File: src/design/tsq_pkg.sv
// ----------------------------------------------------------------------------
// tsq_pkg: shared types and constants of the think time sorted queue
// Sizes of the queue, status codes and the record held by one cell.
// ----------------------------------------------------------------------------
package tsq_pkg;

	localparam int DEPTH    = 32;
	localparam int KEY_BITS = 32;
	localparam int TAG_BITS = 16;
	localparam int CNT_BITS = $clog2(DEPTH + 1);

	localparam logic [1:0] ST_DONE  = 2'd0;
	localparam logic [1:0] ST_FULL  = 2'd1;
	localparam logic [1:0] ST_EMPTY = 2'd2;

	localparam logic ACT_INSERT = 1'b0;
	localparam logic ACT_POP    = 1'b1;

	typedef logic [KEY_BITS-1:0] key_t;
	typedef logic [TAG_BITS-1:0] tag_t;
	typedef logic [CNT_BITS-1:0] cnt_t;

	// one stored entry
	typedef struct packed {
		logic valid;
		key_t key;
		tag_t tag;
	} entry_t;

	// operation broadcast to every cell in a cycle
	typedef struct packed {
		logic insert;
		logic pop;
		key_t key;
		tag_t tag;
	} cell_cmd_t;

endpackage

File: src/design/tsq_cell.sv
// ----------------------------------------------------------------------------
// tsq_cell: one slot of the sorted queue
// Holds one entry, decides locally whether to keep it, take the new entry,
// take its left neighbor on an insert or its right neighbor on a pop.
// ----------------------------------------------------------------------------
module tsq_cell (
	input  logic               clk,
	input  logic               arst_n,
	input  tsq_pkg::cell_cmd_t cmd,
	input  tsq_pkg::entry_t    left_entry,
	input  logic               left_ge,
	input  tsq_pkg::entry_t    right_entry,
	output tsq_pkg::entry_t    entry,
	output logic               ge
);
	import tsq_pkg::*;

	logic valid_q;
	key_t key_q;
	tag_t tag_q;

	// new key goes in front of this slot: slot empty or key not smaller
	assign ge    = !valid_q || (key_q >= cmd.key);
	assign entry = '{valid: valid_q, key: key_q, tag: tag_q};

	// occupancy of the slot
	always_ff @(posedge clk or negedge arst_n) begin
		if (!arst_n) begin
			valid_q <= 1'b0;
		end else if (cmd.insert) begin
			if (left_ge) begin
				valid_q <= left_entry.valid;
			end else if (ge) begin
				valid_q <= 1'b1;
			end
		end else if (cmd.pop) begin
			valid_q <= right_entry.valid;
		end
	end

	// payload: shift right, load, or shift left
	always_ff @(posedge clk) begin
		if (cmd.insert) begin
			if (left_ge) begin
				key_q <= left_entry.key;
				tag_q <= left_entry.tag;
			end else if (ge) begin
				key_q <= cmd.key;
				tag_q <= cmd.tag;
			end
		end else if (cmd.pop) begin
			key_q <= right_entry.key;
			tag_q <= right_entry.tag;
		end
	end

endmodule

File: config.mk
export PLATFORM = sky130hd
export DESIGN_NAME = tsq_cell
export DESIGN_NICKNAME = d
export VERILOG_FILES = /design/src/design/tsq_pkg.sv /design/src/design/tsq_cell.sv
export SDC_FILE = /design/constraint.sdc
export NUM_CORES = 1
export LEC_CHECK = 0
export BUFFER_PORTS_ARGS = -buffer_cell sky130_fd_sc_hd__buf_2
export CORE_MARGIN = 3
export CORE_UTILIZATION = 40
export CTS_CLUSTER_DIAMETER = 120
export DETAILED_ROUTE_END_ITERATION = 12
export GPL_TIMING_DRIVEN = 0
export PLACE_DENSITY = 0.78
export SYNTH_ARGS = -nofsm -noshare
export SYNTH_HDL_FRONTEND = slang
export SYNTH_SLANG_ARGS = --single-unit
export TNS_END_PERCENT = 10
File: constraint.sdc
create_clock -name clk -period 3.3 [get_ports clk]
set_input_delay 0.33 -clock clk [delete_from_list [all_inputs] [get_ports clk]]
set_output_delay 0.33 -clock clk [all_outputs]
set_load 0.01 [all_outputs]
==> results_dict.tcl <==
set metrics [dict create \
    io_buffers 198 \
    yosys.area_share.simple_pct 9.57 \
    synth_top_area_cell "edfxtp_1" \
    hpwl_um 8140 \
    fin_hold_ws_ps 268 \
    final_area_um2 4590 \
    antenna_found_initial 0 \
    cts_buffer_depth 2 \
    synthDistinctLibCells 28 \
    critPathArrivalTime_ps 2980 \
    rows 32 \
    ir_worst_vdd_mv 0.219 \
    area_growth_pct 39.5 \
    cp-start-kind "register" \
    period_share_pct 89.7 \
    crit_path_max_fanout 21 \
    grt_overflow 0 \
    synthMuxAreaShare_pct 14.9 \
    path_class "register to register" \
    regToRegSetupSlack_ps 340 \
    grt_pass1_wl_um 15800 \
    ys_warn_count 0 \
    synth_area_um2 3290 \
    ys_ff_latch 49 \
    p_per_area_nw_per_um2 374 \
    drv_slew 0 \
    yosys.area_share.adder_pct 12.2 \
    startpoint "key_q[14]" \
    tightest_slew_ps 640 \
    cellLeakagePower_nw 2.35 \
    yosysSeqAreaShare_pct 44.5 \
    place_area_um2 4480 \
    hold_violations 0 \
    rr_worst_depth 7 \
    synth_compound_area_share_pct 12.7 \
    synth_top_family_by_area "multiplexers" \
    synthesis.nets 513 \
    ioPinCount 201 \
    vias_per_cell 4.95 \
    grt_max_degree 22 \
    dr.pass1.iters 4 \
    design.core.area_um2 7850 \
    hold_depth 2 \
    h-tree-depth 2 \
    cts.sinks 49 \
    die_w_um 96.7 \
    root_buffer "clkbuf_8" \
    synth_top_area_share_pct 43.8 \
    relSlewSlack_pct 57.2 \
    track_usage_pct 20.8 \
    rsz0062_at_grt "false" \
    drt_iter0_drc 83 \
    fin_crit_ps 2960 \
    clkTransAtPathRegs_ps 100 \
    wl_um 10000 \
    min_path_type "input pin to register" \
    end_kind "register" \
    cts_tree "built" \
    cts_buffers 5 \
    synthTopCellsByArea "edfxtp_1 44%, mux2i_1 15%, ha_1 12%" \
    status "finished clean" \
    n_antenna_cell 0 \
    via_count 3174 \
    syn_avg_cell_area_um2 9.98 \
    clk-insertion-delay-late_ps 300 \
    dieArea_um2 9360 \
    worstHoldEndpoint "valid_q" \
    die_h_um 96.7 \
    cts_resized 0 \
    drive_gt1_share_pct 40.1 \
    nNetsFinal 721 \
    initial_core_util_pct 42.0 \
    synthCells 330 \
    worstHoldStart "left_entry[48]" \
    drc 0 \
    r2r-start "key_q[14]" \
    max_cap_viol_count 0 \
    wl_per_cell_um 15.6 \
    r2r-end "key_q[10]" \
    grt_pass1_vias 3333 \
    antenna_left 0 \
    fin_skew_ps 9.03 \
    finalSetupViolations 0 \
    timing.fmax_mhz 338 \
    synth_xor_area_share_pct 0 \
    finalWeightedCongestion 0.865 \
    cp.required_ps 3320 \
]
==> cell usage after synthesis <==
cell type and number:
nand3_1 3, o2111ai_1 1, a221o_1 1, a2111o_1 1, a21oi_1 62, nand4_1 3, dfrtp_1 1, or4_4 1
nand4_2 1, o22a_1 1, clkbuf_1 8, a41oi_2 1, buf_1 4, nor2_1 51, mux2_2 1, a311o_1 1
nor3_1 2, ha_1 32, buf_2 5, mux2i_1 48, a21o_1 2, buf_4 1, o21a_1 1, edfxtp_1 48
nand2b_1 3, nand2_1 10, o21ai_0 4, inv_1 33
==> layer usage <==
metal	part of all wire, %	global-route usage, %	wire length [µm]	vias to the layer above
met5	0	0	0	-
met1	38	22.5	3750	1424
met4	2.2	6.16	218	0
met2	53	39.5	5300	143
li1	-	-	-	1591
met3	7.2	5.19	721	16
==> kinds of logic (layout without fill, tap and decap cells) <==
group / count (synthesis) / count (layout)
muxes: 49 / 49
DFF: 49 / 49
and+or+nand+nor: 74 / 74
adders and majority gates: 32 / 32
buffers and inverters: 51 / 260
AOI/OAI and AO/OA: 75 / 75
==> worst max path at each step <==
| stage | to | slack, ps | cells past startpoint |
|---|---|---|---|
| 2_1_floorplan | key_q[0] | 140 | 5 |
| 3_3_place_gp | key_q[10] | -490 | 8 |
| 3_5_place_dp | key_q[10] | 190 | 9 |
| 4_1_cts | key_q[10] | 230 | 7 |
| 5_1_grt | key_q[11] | 160 | 7 |
| 6_report | key_q[10] | 340 | 7 |
==> registers in the layout, indices dropped and copies added (netlist names) <==
signal   flops
tag_q       16
valid_q      1
key_q       32
==> power breakdown <==
part	internal (W)	total (W)	switching, W
Sequential	0.000767	0.000796	0.0000294
Clock	0.000224	0.000430	0.000206
Combinational	0.000231	0.000492	0.000260
==> metrics by stage <==
| stage | worst slack [ps] | cells | total power, W | utilization (%) | TNS (ps) |
|---|---|---|---|---|---|
| global route | 159 | 641 | 0.00181 | 58.5 | 0 |
| global placement | -489 | 630 | 0.00128 | 56.4 | -23400 |
| detailed placement | 194 | 632 | 0.00131 | 57.1 | 0 |
| finish | 339 | 641 | 0.00172 | 58.5 | 0 |
| floorplan | 139 | 330 | 0.00107 | - | 0 |
| CTS | 233 | 641 | 0.00174 | 58.5 | 0 |
==> layout by cell type, fill, tap and decap left out, types with 2 or more instances in the layout <==
master / count
nor2_1: 51
buf_1: 4
a21oi_1: 62
clkbuf_8: 5
nor3_1: 2
nand2_1: 10
mux2i_1: 48
clkbuf_1: 9
ha_1: 32
a21o_1: 2
nand2b_1: 3
nand4_1: 3
inv_1: 33
edfxtp_1: 48
nand3_1: 3
buf_2: 203
buf_16: 2
o21ai_0: 4
==> critical path: stages (launching register included) <==
cell	delay, ps
edfxtp_1	410
ha_1	320
nand4_1	140
nor3_1	330
o2111ai_1	180
a311o_1	440
a41oi_4	600
buf_16	240
==> what timing repair did <==
action	in CTS	in global routing
hold endpoints to repair	1	0
hold buffers	1	0
setup buffers	0	0
==> final cells by class <==
cell class	instances	area [µm²]
fillers	730	3250
multi-input cells	230	1640
flip-flops and latches	49	1470
repair buffers	201	1060
well taps	102	128
inverters	33	124
plain buffers	18	77.6
clock buffers	6	72.6
clock inverters	2	33.8
Note: power is estimated with default switching activity, not from simulation.
